### config.mk
export PLATFORM = sky130hd
export DESIGN_NAME = fec_block_receive_window
export DESIGN_NICKNAME = d
export VERILOG_FILES = /design/src/sv/fbrw_pkg.sv /design/src/sv/fbrw_cell.sv /design/src/sv/fec_block_receive_window.sv
export SDC_FILE = /design/constraint.sdc
export NUM_CORES = 2
export LEC_CHECK = 0
export BUFFER_PORTS_ARGS = -buffer_cell sky130_fd_sc_hd__clkbuf_2
export CORE_UTILIZATION = 45
export DETAILED_ROUTE_END_ITERATION = 16
export GPL_ROUTABILITY_DRIVEN = 0
export PLACE_DENSITY_LB_ADDON = 0.3
export SYNTH_ARGS = -nofsm -noshare
export SYNTH_HDL_FRONTEND = slang
export SYNTH_SLANG_ARGS = --single-unit
### constraint.sdc
create_clock -name clk -period 5.8 [get_ports clk]
set_clock_uncertainty 0.15 [all_clocks]
set_input_delay 0.58 -clock clk [delete_from_list [all_inputs] [get_ports clk]]
set_output_delay 0.58 -clock clk [all_outputs]
set_load 0.005 [all_outputs]
### src/sv/fbrw_pkg.sv
// ----------------------------------------------------------------------------
// fbrw_pkg
// shared types and constants of the fec block receive window
// ----------------------------------------------------------------------------
package fbrw_pkg;

  localparam int WINDOW_SLOTS_DEF     = 10;
  localparam int MAX_FRAGMENTS_DEF    = 32;
  localparam int MAX_PACKET_BYTES_DEF = 2048;

  localparam int BLK_W     = 24;
  localparam int FRAG_W    = 8;
  localparam int BYTES_W   = 12;
  localparam int CFG_W     = 6;
  localparam int IN_DATA_W = 48;
  localparam int OUT_DATA_W = 64;
  localparam logic [BLK_W-1:0] STALE_SPAN = 24'd1000;
  localparam logic [BLK_W-1:0] BLK_UNUSED = 24'hFFFFFF;

  localparam logic [1:0] CFG_RX_OFF = 2'd0;
  localparam logic [1:0] CFG_K      = 2'd1;
  localparam logic [1:0] CFG_N      = 2'd2;

  typedef enum logic [2:0] {
    ST_STORED    = 3'd0,
    ST_DISABLED  = 3'd1,
    ST_TOO_LONG  = 3'd2,
    ST_STALE     = 3'd3,
    ST_BAD_FRAG  = 3'd4,
    ST_BEHIND    = 3'd5,
    ST_DUPLICATE = 3'd6
  } status_t;

  typedef enum logic [2:0] {
    S_IDLE,
    S_CHECK,
    S_DROP,
    S_SHIFT,
    S_PLACE,
    S_STATUS,
    S_REL
  } state_t;

  typedef struct packed {
    logic clear;
    logic shift;
    logic place;
    logic is_data;
  } cell_ctrl_t;

endpackage

### src/sv/fbrw_cell.sv
// ----------------------------------------------------------------------------
// fbrw_cell
// one window slot: block label, fragment mask and counts, shifts toward slot 0
// ----------------------------------------------------------------------------
module fbrw_cell #(
  parameter int WINDOW_SLOTS  = fbrw_pkg::WINDOW_SLOTS_DEF,
  parameter int MAX_FRAGMENTS = fbrw_pkg::MAX_FRAGMENTS_DEF,
  parameter int IDX           = 0,
  localparam int DW = $clog2(2 * WINDOW_SLOTS - 1),
  localparam int OW = $clog2(WINDOW_SLOTS + 1),
  localparam int CW = $clog2(MAX_FRAGMENTS + 1),
  localparam int FI = $clog2(MAX_FRAGMENTS)
) (
  input  logic                       clk,
  input  logic                       rst,
  input  fbrw_pkg::cell_ctrl_t       ctrl,
  input  logic [DW-1:0]              d,
  input  logic [OW-1:0]              occ,
  input  logic [fbrw_pkg::BLK_W-1:0] blk_in,
  input  logic [FI-1:0]              frag,
  input  logic [fbrw_pkg::BLK_W-1:0] nb_blk,
  input  logic [MAX_FRAGMENTS-1:0]   nb_mask,
  input  logic [CW-1:0]              nb_dcnt,
  input  logic [CW-1:0]              nb_pcnt,
  output logic [fbrw_pkg::BLK_W-1:0] blk,
  output logic [MAX_FRAGMENTS-1:0]   mask,
  output logic [CW-1:0]              dcnt,
  output logic [CW-1:0]              pcnt,
  output logic                       dup
);
  import fbrw_pkg::*;

  logic hit;
  logic lbl_en;
  logic [BLK_W-1:0] lbl;

  assign hit = (32'(d) == IDX);
  assign dup = hit && mask[frag];
  assign lbl = blk_in - BLK_W'(d) + BLK_W'(IDX);

  always_comb begin
    if (occ == '0) begin
      lbl_en = (IDX <= 32'(d));
    end else begin
      lbl_en = (32'(d) >= 32'(occ)) && (IDX + 1 >= 32'(occ)) && (IDX <= 32'(d));
    end
  end

  always_ff @(posedge clk) begin
    if (rst || ctrl.clear) begin
      blk  <= BLK_UNUSED;
      mask <= '0;
      dcnt <= '0;
      pcnt <= '0;
    end else if (ctrl.shift) begin
      blk  <= nb_blk;
      mask <= nb_mask;
      dcnt <= nb_dcnt;
      pcnt <= nb_pcnt;
    end else if (ctrl.place) begin
      if (lbl_en) begin
        blk <= lbl;
      end
      if (hit && !mask[frag]) begin
        mask[frag] <= 1'b1;
        if (ctrl.is_data) begin
          dcnt <= dcnt + CW'(1);
        end else begin
          pcnt <= pcnt + CW'(1);
        end
      end
    end
  end

endmodule

### src/sv/fec_block_receive_window.sv
// sequence: an accepted fragment is checked, then either dropped with a status beat, or
// shifted as needed, placed and given a status beat followed by any release beats
// throughput: one fragment at a time; a new fragment is taken only once the last is done,
// and output beats wait for the sink; the slot chain shifts one slot per cycle
// reset: synchronous, clears the window, stale mark and output; registers go to 1, 8, 12
// ----------------------------------------------------------------------------
// fec_block_receive_window
// fragment admission and in-order block release over a chain of window slots
// ----------------------------------------------------------------------------
module fec_block_receive_window #(
  parameter int WINDOW_SLOTS     = fbrw_pkg::WINDOW_SLOTS_DEF,
  parameter int MAX_FRAGMENTS    = fbrw_pkg::MAX_FRAGMENTS_DEF,
  parameter int MAX_PACKET_BYTES = fbrw_pkg::MAX_PACKET_BYTES_DEF
) (
  input  logic                            clk,
  input  logic                            rst,
  input  logic                            cfg_we,
  input  logic [1:0]                      cfg_index,
  input  logic [fbrw_pkg::CFG_W-1:0]      cfg_data,
  input  logic                            s_tvalid,
  output logic                            s_tready,
  // block_number, fragment_number, packet_bytes
  input  logic [fbrw_pkg::IN_DATA_W-1:0]  s_tdata,
  output logic                            m_tvalid,
  input  logic                            m_tready,
  // status_code, released_block, needs_recovery, fragment_mask
  output logic [fbrw_pkg::OUT_DATA_W-1:0] m_tdata,
  // result_kind
  output logic                            m_tuser,
  output logic                            m_tlast
);
  import fbrw_pkg::*;

  localparam int DW = $clog2(2 * WINDOW_SLOTS - 1);
  localparam int OW = $clog2(WINDOW_SLOTS + 1);
  localparam int CW = $clog2(MAX_FRAGMENTS + 1);
  localparam int FI = $clog2(MAX_FRAGMENTS);

  state_t state, state_next;
  cell_ctrl_t ctrl;

  logic             rx_off;
  logic [CFG_W-1:0] k_r;
  logic [CFG_W-1:0] n_r;

  logic [BLK_W-1:0]   blk_r;
  logic [FRAG_W-1:0]  frag_r;
  logic [BYTES_W-1:0] bytes_r;
  logic [OW-1:0]      occ;
  logic [DW-1:0]      d_r;
  logic [DW-1:0]      sh_cnt;
  logic [BLK_W-1:0]   lr;
  logic               lr_valid;
  status_t            code_r;

  logic [BLK_W-1:0]         blk_a  [WINDOW_SLOTS];
  logic [MAX_FRAGMENTS-1:0] mask_a [WINDOW_SLOTS];
  logic [CW-1:0]            dcnt_a [WINDOW_SLOTS];
  logic [CW-1:0]            pcnt_a [WINDOW_SLOTS];
  logic [WINDOW_SLOTS-1:0]  dup_a;

  logic [FRAG_W-1:0] n_eff;
  logic              stale_hit, stale_clr;
  logic [BLK_W:0]    diff;
  logic [BLK_W-1:0]  dval, cval, cc;
  logic              big, mid;
  status_t           chk_code;
  logic [CW:0]       sum0, sum1;
  logic              rel0, rel1, dup_any, out_free;
  logic              load_status, load_rel;

  assign s_tready = (state == S_IDLE);
  assign out_free = !m_tvalid || m_tready;
  assign dup_any  = |dup_a;

  genvar gi;
  generate
    for (gi = 0; gi < WINDOW_SLOTS; gi++) begin : g_cell
      logic [BLK_W-1:0]         nb_blk;
      logic [MAX_FRAGMENTS-1:0] nb_mask;
      logic [CW-1:0]            nb_dcnt, nb_pcnt;
      if (gi < WINDOW_SLOTS - 1) begin : g_nb
        assign nb_blk  = blk_a[gi+1];
        assign nb_mask = mask_a[gi+1];
        assign nb_dcnt = dcnt_a[gi+1];
        assign nb_pcnt = pcnt_a[gi+1];
      end else begin : g_end
        assign nb_blk  = BLK_UNUSED;
        assign nb_mask = '0;
        assign nb_dcnt = '0;
        assign nb_pcnt = '0;
      end
      fbrw_cell #(
        .WINDOW_SLOTS(WINDOW_SLOTS),
        .MAX_FRAGMENTS(MAX_FRAGMENTS),
        .IDX(gi)
      ) u_cell (
        .clk(clk), .rst(rst), .ctrl(ctrl), .d(d_r), .occ(occ),
        .blk_in(blk_r), .frag(frag_r[FI-1:0]),
        .nb_blk(nb_blk), .nb_mask(nb_mask), .nb_dcnt(nb_dcnt), .nb_pcnt(nb_pcnt),
        .blk(blk_a[gi]), .mask(mask_a[gi]), .dcnt(dcnt_a[gi]), .pcnt(pcnt_a[gi]),
        .dup(dup_a[gi])
      );
    end
  endgenerate

  // admission checks
  always_comb begin
    n_eff = (FRAG_W'(n_r) > FRAG_W'(MAX_FRAGMENTS)) ? FRAG_W'(MAX_FRAGMENTS)
                                                   : FRAG_W'(n_r);
    stale_hit = lr_valid && (blk_r <= lr);
    stale_clr = stale_hit && (lr > STALE_SPAN) && (blk_r < lr - STALE_SPAN);
    diff = {1'b0, blk_r} - {1'b0, blk_a[0]};
    dval = (occ == '0) ? '0 : diff[BLK_W-1:0];
    big  = dval >= BLK_W'(2 * WINDOW_SLOTS - 1);
    mid  = dval >= BLK_W'(WINDOW_SLOTS);
    cval = dval - BLK_W'(WINDOW_SLOTS) + BLK_W'(WINDOW_SLOTS / 2);
    cc   = (cval > BLK_W'(WINDOW_SLOTS - 1)) ? BLK_W'(WINDOW_SLOTS - 1) : cval;
    if (rx_off) begin
      chk_code = ST_DISABLED;
    end else if (bytes_r > BYTES_W'(MAX_PACKET_BYTES)) begin
      chk_code = ST_TOO_LONG;
    end else if (stale_hit && !stale_clr) begin
      chk_code = ST_STALE;
    end else if (frag_r >= n_eff) begin
      chk_code = ST_BAD_FRAG;
    end else if (occ != '0 && diff[BLK_W]) begin
      chk_code = ST_BEHIND;
    end else begin
      chk_code = ST_STORED;
    end
  end

  // release conditions on the two leading slots
  always_comb begin
    sum0 = {1'b0, dcnt_a[0]} + {1'b0, pcnt_a[0]};
    sum1 = {1'b0, dcnt_a[1]} + {1'b0, pcnt_a[1]};
    rel0 = (occ != '0) && (32'(sum0) >= 32'(k_r));
    rel1 = (occ > OW'(1)) && (32'(sum1) >= 32'(k_r));
  end

  // next state
  always_comb begin
    state_next = state;
    case (state)
      S_IDLE: begin
        if (s_tvalid) state_next = S_CHECK;
      end
      S_CHECK: begin
        if (chk_code != ST_STORED) state_next = S_DROP;
        else if (!big && mid) state_next = S_SHIFT;
        else state_next = S_PLACE;
      end
      S_DROP: begin
        if (out_free) state_next = S_IDLE;
      end
      S_SHIFT: begin
        if (sh_cnt == DW'(1)) state_next = S_PLACE;
      end
      S_PLACE: state_next = S_STATUS;
      S_STATUS: begin
        if (out_free) state_next = (code_r == ST_DUPLICATE || !rel0) ? S_IDLE : S_REL;
      end
      S_REL: begin
        if (out_free && !rel1) state_next = S_IDLE;
      end
      default: state_next = S_IDLE;
    endcase
  end

  // controls
  always_comb begin
    ctrl = '0;
    ctrl.is_data = (frag_r < FRAG_W'(k_r));
    load_status = 1'b0;
    load_rel = 1'b0;
    case (state)
      S_CHECK:  ctrl.clear = (chk_code == ST_STORED) && big;
      S_DROP:   load_status = out_free;
      S_SHIFT:  ctrl.shift = 1'b1;
      S_PLACE:  ctrl.place = 1'b1;
      S_STATUS: load_status = out_free;
      S_REL: begin
        load_rel = out_free;
        ctrl.shift = out_free;
      end
      default: ctrl = '0;
    endcase
  end

  always_ff @(posedge clk) begin
    if (rst) begin
      state    <= S_IDLE;
      rx_off   <= 1'b1;
      k_r      <= CFG_W'(8);
      n_r      <= CFG_W'(12);
      occ      <= '0;
      lr       <= '0;
      lr_valid <= 1'b0;
      m_tvalid <= 1'b0;
    end else begin
      state <= state_next;
      if (cfg_we) begin
        case (cfg_index)
          CFG_RX_OFF: rx_off <= cfg_data[0];
          CFG_K:      k_r <= cfg_data;
          CFG_N:      n_r <= cfg_data;
          default:    rx_off <= rx_off;
        endcase
      end
      if (load_status || load_rel) m_tvalid <= 1'b1;
      else if (m_tvalid && m_tready) m_tvalid <= 1'b0;
      case (state)
        S_CHECK: begin
          if (!rx_off && bytes_r <= BYTES_W'(MAX_PACKET_BYTES) && stale_clr) begin
            lr_valid <= 1'b0;
          end
          if (chk_code == ST_STORED && big) occ <= '0;
        end
        S_SHIFT: begin
          if (occ != '0) occ <= occ - OW'(1);
        end
        S_PLACE: begin
          if (occ == '0 || 32'(d_r) >= 32'(occ)) occ <= OW'(d_r) + OW'(1);
        end
        S_REL: begin
          if (load_rel) begin
            lr       <= blk_a[0];
            lr_valid <= 1'b1;
            occ      <= occ - OW'(1);
          end
        end
        default: occ <= occ;
      endcase
    end
  end

  always_ff @(posedge clk) begin
    if (s_tready && s_tvalid) begin
      blk_r   <= s_tdata[23:0];
      frag_r  <= s_tdata[31:24];
      bytes_r <= s_tdata[43:32];
    end
    case (state)
      S_CHECK: begin
        code_r <= chk_code;
        if (big) begin
          d_r <= '0;
        end else if (mid) begin
          d_r    <= DW'(dval - cc);
          sh_cnt <= DW'(cc);
        end else begin
          d_r <= DW'(dval);
        end
      end
      S_SHIFT: begin
        sh_cnt <= sh_cnt - DW'(1);
      end
      S_PLACE: begin
        code_r <= dup_any ? ST_DUPLICATE : ST_STORED;
      end
      default: code_r <= code_r;
    endcase
    if (load_status) begin
      m_tuser <= 1'b0;
      m_tdata <= {61'd0, code_r};
      m_tlast <= (state == S_DROP) || (code_r == ST_DUPLICATE) || !rel0;
    end else if (load_rel) begin
      m_tuser <= 1'b1;
      m_tdata <= {4'd0, 32'(mask_a[0]), (32'(dcnt_a[0]) < 32'(k_r)), blk_a[0], 3'd0};
      m_tlast <= !rel1;
    end
  end

endmodule

## After elaboration in Yosys (flattened, before gate mapping)

Index checks and enable logic that the tools add are counted.
Widths: inputs -> output; s select.

| word-level totals | value |
|---|---|
| register bits after elaboration | 845 |
| output and inout bits | 68 |
| logic and storage cells | 541 |

| operators by class | value |
|---|---|
| reductions and logical operators | 162 |
| $lt $le $gt $ge | 37 |
| bitwise gates (word level) | 11 |
| equal/unequal tests | 32 |
| multiplexer cells | 201 |
| add/sub/neg operators | 40 |

Operator list:

| operator | count |
|---|---|
| $mux 32 | 27 |
| $mux 24 | 28 |
| $mux 6 | 73 |
| $or 32x32->32 | 10 |
| $add 24x3->24 const B | 5 |
| $add 6x1->6 const B | 20 |
| $reduce_and 3->1 | 22 |
| $logic_and 1x1->1 | 54 |
| $bmux 1 s5 | 10 |
| $reduce_bool 2->1 | 25 |
| $add 24x2->24 const B | 2 |
| $add 24x4->24 const B | 2 |
| $mux 3 | 16 |
| $reduce_and 2->1 | 24 |
| $mux 1 | 32 |
| $sub 24x24->25 | 1 |
| $add 24x1->24 const B | 1 |
| $ge 24x4->1 const B | 1 |
| $ge 24x5->1 const B | 1 |
| $gt 24x10->1 const B | 1 |
| $gt 24x4->1 const B | 1 |
| $le 24x24->1 | 1 |
| $lt 24x24->1 | 1 |
| $ne 2x2->1 const B | 12 |
| 58 further kinds | 113 |

## Logic depth before layout (Yosys ltp)

| depth | value |
|---|---|
| depth in word-level cells | 14 |
| depth in mapped cells | 25 |
| mapped depth without buffers | 22 |

## By module

Synthesis repeated with hierarchy kept, for this count alone.

| second synthesis, totals | value |
|---|---|
| cell total of the unflattened synthesis | 6956 |
| area, all modules | 58469.8 sq um |

By module, submodules not included:

| module | area an instance (sq um) | instances | cells an instance | seq. area each (sq um) |
|---|---|---|---|---|
| fec_block_receive_window | 10824.1 | 1 | 1280 | 3913.8 |
| fbrw_cell (g_cell[2].u_cell) | 4984.8 | 1 | 622 | 1361.3 |
| fbrw_cell (g_cell[1].u_cell) | 4971.0 | 1 | 608 | 1361.3 |
| fbrw_cell (g_cell[4].u_cell) | 4894.7 | 1 | 607 | 1361.3 |
| fbrw_cell (g_cell[6].u_cell) | 4850.9 | 1 | 552 | 1361.3 |
| fbrw_cell (g_cell[7].u_cell) | 4829.6 | 1 | 595 | 1361.3 |
| fbrw_cell (g_cell[9].u_cell) | 4828.4 | 1 | 562 | 1361.3 |
| fbrw_cell (g_cell[8].u_cell) | 4728.3 | 1 | 556 | 1361.3 |
| fbrw_cell (g_cell[3].u_cell) | 4699.5 | 1 | 538 | 1361.3 |
| fbrw_cell (g_cell[5].u_cell) | 4690.7 | 1 | 555 | 1361.3 |
| fbrw_cell (g_cell[0].u_cell) | 4167.7 | 1 | 481 | 1361.3 |

## Least setup slack after synthesis

OpenSTA, ideal clock, no wires.

| timing path | value |
|---|---|
| kind | reg2reg |
| start point | reg blk_r[0] |
| end point | reg d_r[3], data pin |
| path buffers | 1 |
| stages on the path, launching flop included | 23 |
| library setup time | 167 ps |
| arrival | 5047 ps |
| slack | 436 ps |
| path through | edfxtp_1 -> inv_1 -> ha_1 -> fa_1 -> nand2b_1 -> a211oi_1 -> o31ai_2 -> o21ai_0 -> xor2_1 -> or4_1 -> a2111oi_2 -> o211ai_1 -> a211oi_1 -> and3_1 -> clkbuf_1 -> nand2b_1 -> ha_1 -> a21oi_1 -> and2_1 -> o2111ai_1 -> nand2_1 -> xor2_1 -> a211oi_1 |

| on the way | value |
|---|---|
| longest elaborated chain between the ends | 8 |

Ends and longest elaborated chain:

| what | line | text |
|---|---|---|
| from (decl) | fec_block_receive_window.sv:46 | `logic [BLK_W-1:0] blk_r;` |
| from (signal assigned) | fec_block_receive_window.sv:240 | `blk_r <= s_tdata[23:0];` |
| $sub 24x24->25 * | fec_block_receive_window.sv:113 | `diff = {1'b0, blk_r} - {1'b0, blk_a[0]};` |
| $mux 24 * | fec_block_receive_window.sv:114 | `dval = (occ == '0) ? '0 : diff[BLK_W-1:0];` |
| $sub 24x4->24 | fec_block_receive_window.sv:117 | `cval = dval - BLK_W'(WINDOW_SLOTS) + BLK_W'(WINDOW_SLOTS / 2);` |
| $add 24x3->24 | fec_block_receive_window.sv:117 |  |
| $gt 24x4->1 | fec_block_receive_window.sv:118 | `cc = (cval > BLK_W'(WINDOW_SLOTS - 1)) ? BLK_W'(WINDOW_SLOTS - 1) : cval;` |
| $mux 5 | fec_block_receive_window.sv:118 |  |
| $sub 5x5->5 | fec_block_receive_window.sv:250 | `d_r <= DW'(dval - cc);` |
| $mux 5 | fec_block_receive_window.sv:249 | `end else if (mid) begin` |
| to (signal assigned) | fec_block_receive_window.sv:250 |  |
| to (signal assigned) | fec_block_receive_window.sv:253 | `d_r <= DW'(dval);` |
| to (decl) | fec_block_receive_window.sv:50 | `logic [DW-1:0] d_r;` |

Every way passes the cells marked *; elsewhere a longest branch is shown, timed or not.
A chain may end at the register's enable or synchronous reset.

## Worst setup path after layout

| timing path | value |
|---|---|
| start point | reg blk_r[3] |
| end point | reg d_r[3], data pin |

Same word-level chain as after synthesis.

==> metrics <==
outcome=finished, final reports clean; commonest cells after routing, fill and taps aside=934 x nor2_1, 784 x dfxtp_1, 741 x nand2_1; total track usage=26.5%; Port Buf Inserts=between 100 and 150; highest net fanout along the worst path=7; vias in the first global route=37600; Netlist cell types=83; Post-synth EDFFs=61; DP HPWL=92.0 mm; Mapped Avg Cell Area=7.99 um^2; post-route setup TNS=0 ns; H-tree depth=3; most common cell after layout, fill and taps aside=nor2_1; fin util=between 50% and 60%; share of cells above drive strength 1=10.0%; Max Root-Sink Buffers=3; largest family of logic cells by synthesized area=simple AND/OR/NAND/NOR gates; initial antenna violation count=2; area leader, netlist=dfxtp_1; min-delay worst type=in2reg; crit path launch=blk_r[3]; Post-synth ARST share=0%; part of the Yosys area used for sequential elements=approximately 39%; final hold vios=0; power per cell area=between 200 and 300 nW/um^2; post-synthesis mux area share=under 10%; final-report setup violation count=0; Synth Area in Adders=slightly below 5%; clock-pin transition on the worst setup and hold timing paths=approximately 0.060 ns; Synth Warn #=0; Startpoint Class=flop; I/O Pins=around 130; Worst-Skew Late Latency=0.69 ns; Worst Tran Pin Value=between 1 and 1.5 ns; row count=roughly 110; total core area=slightly below 100000 um^2; largest net degree at the start of global routing=roughly 230; clock tree from TritonCTS=yes; XOR/XNOR share of the synthesized area=under 10%; R2R Path Start=blk_r[3]; relative slew slack=between 10% and 20%; area of the multi-input gates=roughly 25000 um^2; WS Path Type=reg2reg; area share of the largest cell type after synthesis=about a third; first-pass GRT wire length=214 mm; Post-Synth Simple-Gate Area=a little over a fifth; Cells after Synth=5566; die area=roughly 100000 um^2; Most Crowded Layer GR=met2; WL final=between 100 and 150 mm; CTS buffer count=about 90; DRC=0; origin of the worst min-delay path=cfg_data[1]; met2 usage=between 40 and 50%; Final period util=roughly 93%; Initial Util=a little under half; top cells by area, synth=dfxtp_1 35%, nor2_1 7.9%, nand2_1 6.3%; max frequency=~190 MHz; root buffer selected by CTS=clkbuf_16; GR Overflow Total=0; max-cap violation count=0; worst path required time=6.05 ns; Layout area overhead=13.2%; Slew Limit Fails=0; die width=roughly 320 um; Yosys reg bits=845; unrepaired setup endpoints after global routing=false; diode count=0; Die Y=around 320 um; Leakage=19.3 nW; final worst path period need=about 5.4 ns; number of iterations in the first detailed-routing pass=9; clock sink total=845; crit end category=flop; Filler cells=9188; M1 GR Usage=roughly 39%; vias per cell=5.96; post-synthesis compound-gate area fraction=about a fifth; Layout Nets=just under 6000; via total after detailed routing=~41000; DR WL/cell=roughly 20 um; M3 GR Usage=4.81%; FF+latch area=between 15000 and 20000 um^2; crit path DAT=roughly 5.6 ns; ys flop type=dfxtp_1; Synth Cell Area=~44000 um^2; Peak VDD IR=~0.00022 V; DRT iter0 DRCs=around 4600; Final ANT Viol Nets=0
==> logic make-up (layout without fill, tap and decap cells) <==
group,Yosys count,in the layout
flip-flops,845,845
AO/OA/AOI/OAI,1481,1481
XOR/XNOR,254,254
multiplexers,96,96
AND/OR/NAND/NOR,2211,2211
other,1,4
buffers and inverters,506,586
adder cells (fa/ha/maj),172,172
==> sequential cells by signal (all words and copies together), names as in the netlist, 6 cells and up <==
| register | flops |
|---|---|
| blk_r | 24 |
| bytes_r | 12 |
| frag_r | 8 |
| g_cell.u_cell.blk | 240 |
| g_cell.u_cell.dcnt | 60 |
| g_cell.u_cell.mask | 320 |
| g_cell.u_cell.pcnt | 60 |
| k_r | 6 |
| lr | 24 |
| m_tdata | 60 |
| n_r | 6 |
==> stage by stage <==
stage	power (mW)	setup slack [ns]	cells	hold slack [ns]	instance area (um^2)
after global routing	14.1	0.0408	6925	0.0158	50400
after detailed placement	7.52	0.376	6712	0.287	46700
after CTS	13.7	0.347	6925	0.000424	50300
after global placement	7.51	0.302	6712	0.280	46700
after floorplan	7.04	0.436	5569	0.279	44500
final	13.7	0.415	6925	0.0253	50400
==> worst paths after layout <==
path | cells after the start | endpoint | slack [ns]
setup reg to reg | 21 | d_r[3] | 0.42
hold / removal | 3 | n_r[1] | 0.03
setup / recovery | 21 | d_r[3] | 0.42
hold reg to reg | 2 | m_tdata[15] | 0.29
==> layout make-up <==
cell class	instances	area share, %
Multi-Input combinational cell	4218	50.2
Sequential cell	845	34.8
Clock buffer	136	5.54
Timing Repair Buffer	313	4.64
Tap cell	1276	3.17
Clock inverter	33	0.860
Inverter	104	0.775
==> what timing repair did <==
| action | in CTS | in global routing |
|---|---|---|
| resized for setup | 0 | 5 |
| hold endpoints to repair | 44 | 0 |
| setup endpoints to repair | 0 | 2 |
| setup buffers | 0 | 0 |
| hold buffers | 44 | 0 |
==> cells in the mapped netlist, types with 12 or more instances <==
| cell | n |
|---|---|
| or2_2 | 17 |
| o2111ai_1 | 24 |
| buf_2 | 31 |
| o21ai_1 | 12 |
| and3_1 | 64 |
| xor2_1 | 102 |
| nand3_1 | 107 |
| a21o_1 | 34 |
| a22oi_1 | 54 |
| nand2_1 | 741 |
| or3_1 | 25 |
| edfxtp_1 | 61 |
| xnor2_1 | 152 |
| clkbuf_1 | 334 |
| dfxtp_1 | 784 |
| nor2b_1 | 25 |
| nand4_1 | 36 |
| a31oi_1 | 18 |
| a221oi_1 | 14 |
| nand2b_1 | 21 |
| mux2i_1 | 16 |
| ha_1 | 168 |
| mux4_2 | 80 |
| nor3_1 | 71 |
| and2_1 | 61 |
| nor2_1 | 939 |
| a311oi_1 | 19 |
| o211ai_1 | 149 |
| inv_1 | 100 |
| a211oi_1 | 33 |
| a21oi_1 | 410 |
| o31ai_1 | 45 |
| nor4_1 | 18 |
| o21ai_0 | 298 |
| o22ai_1 | 299 |
| buf_1 | 33 |
| nor3b_1 | 43 |
==> per-layer routing <==
| metal | vias up | wire, um |
|---|---|---|
| met1 | 19800 | 62300 |
| met3 | 211 | 12000 |
| met5 | - | 11 |
| li1 | 19700 | - |
| met2 | 1622 | 59500 |
| met4 | 2 | 3190 |
==> worst max-delay path, cell delays in order (launching register included) <==
cell       delay [ns]
edfxtp_1         0.51
ha_1             0.46
nor2_1           0.18
a211oi_1         0.07
buf_4            0.16
o31ai_2          0.37
o21ai_1          0.16
xor2_1           0.17
or4_1            0.58
a2111oi_2        0.44
buf_4            0.19
nand4_1          0.10
xnor2_1          0.19
and3_1           0.20
nand2b_1         0.08
ha_1             0.32
a21oi_1          0.17
and2_1           0.15
o2111ai_1        0.10
nand2_1          0.11
xor2_1           0.15
a211oi_1         0.09
==> power breakdown <==
part	switching [mW]	internal (mW)
registers	0.0724	5.95
clock network	2.59	3.62
logic	0.950	0.480
(Power assumes the default switching activity.)
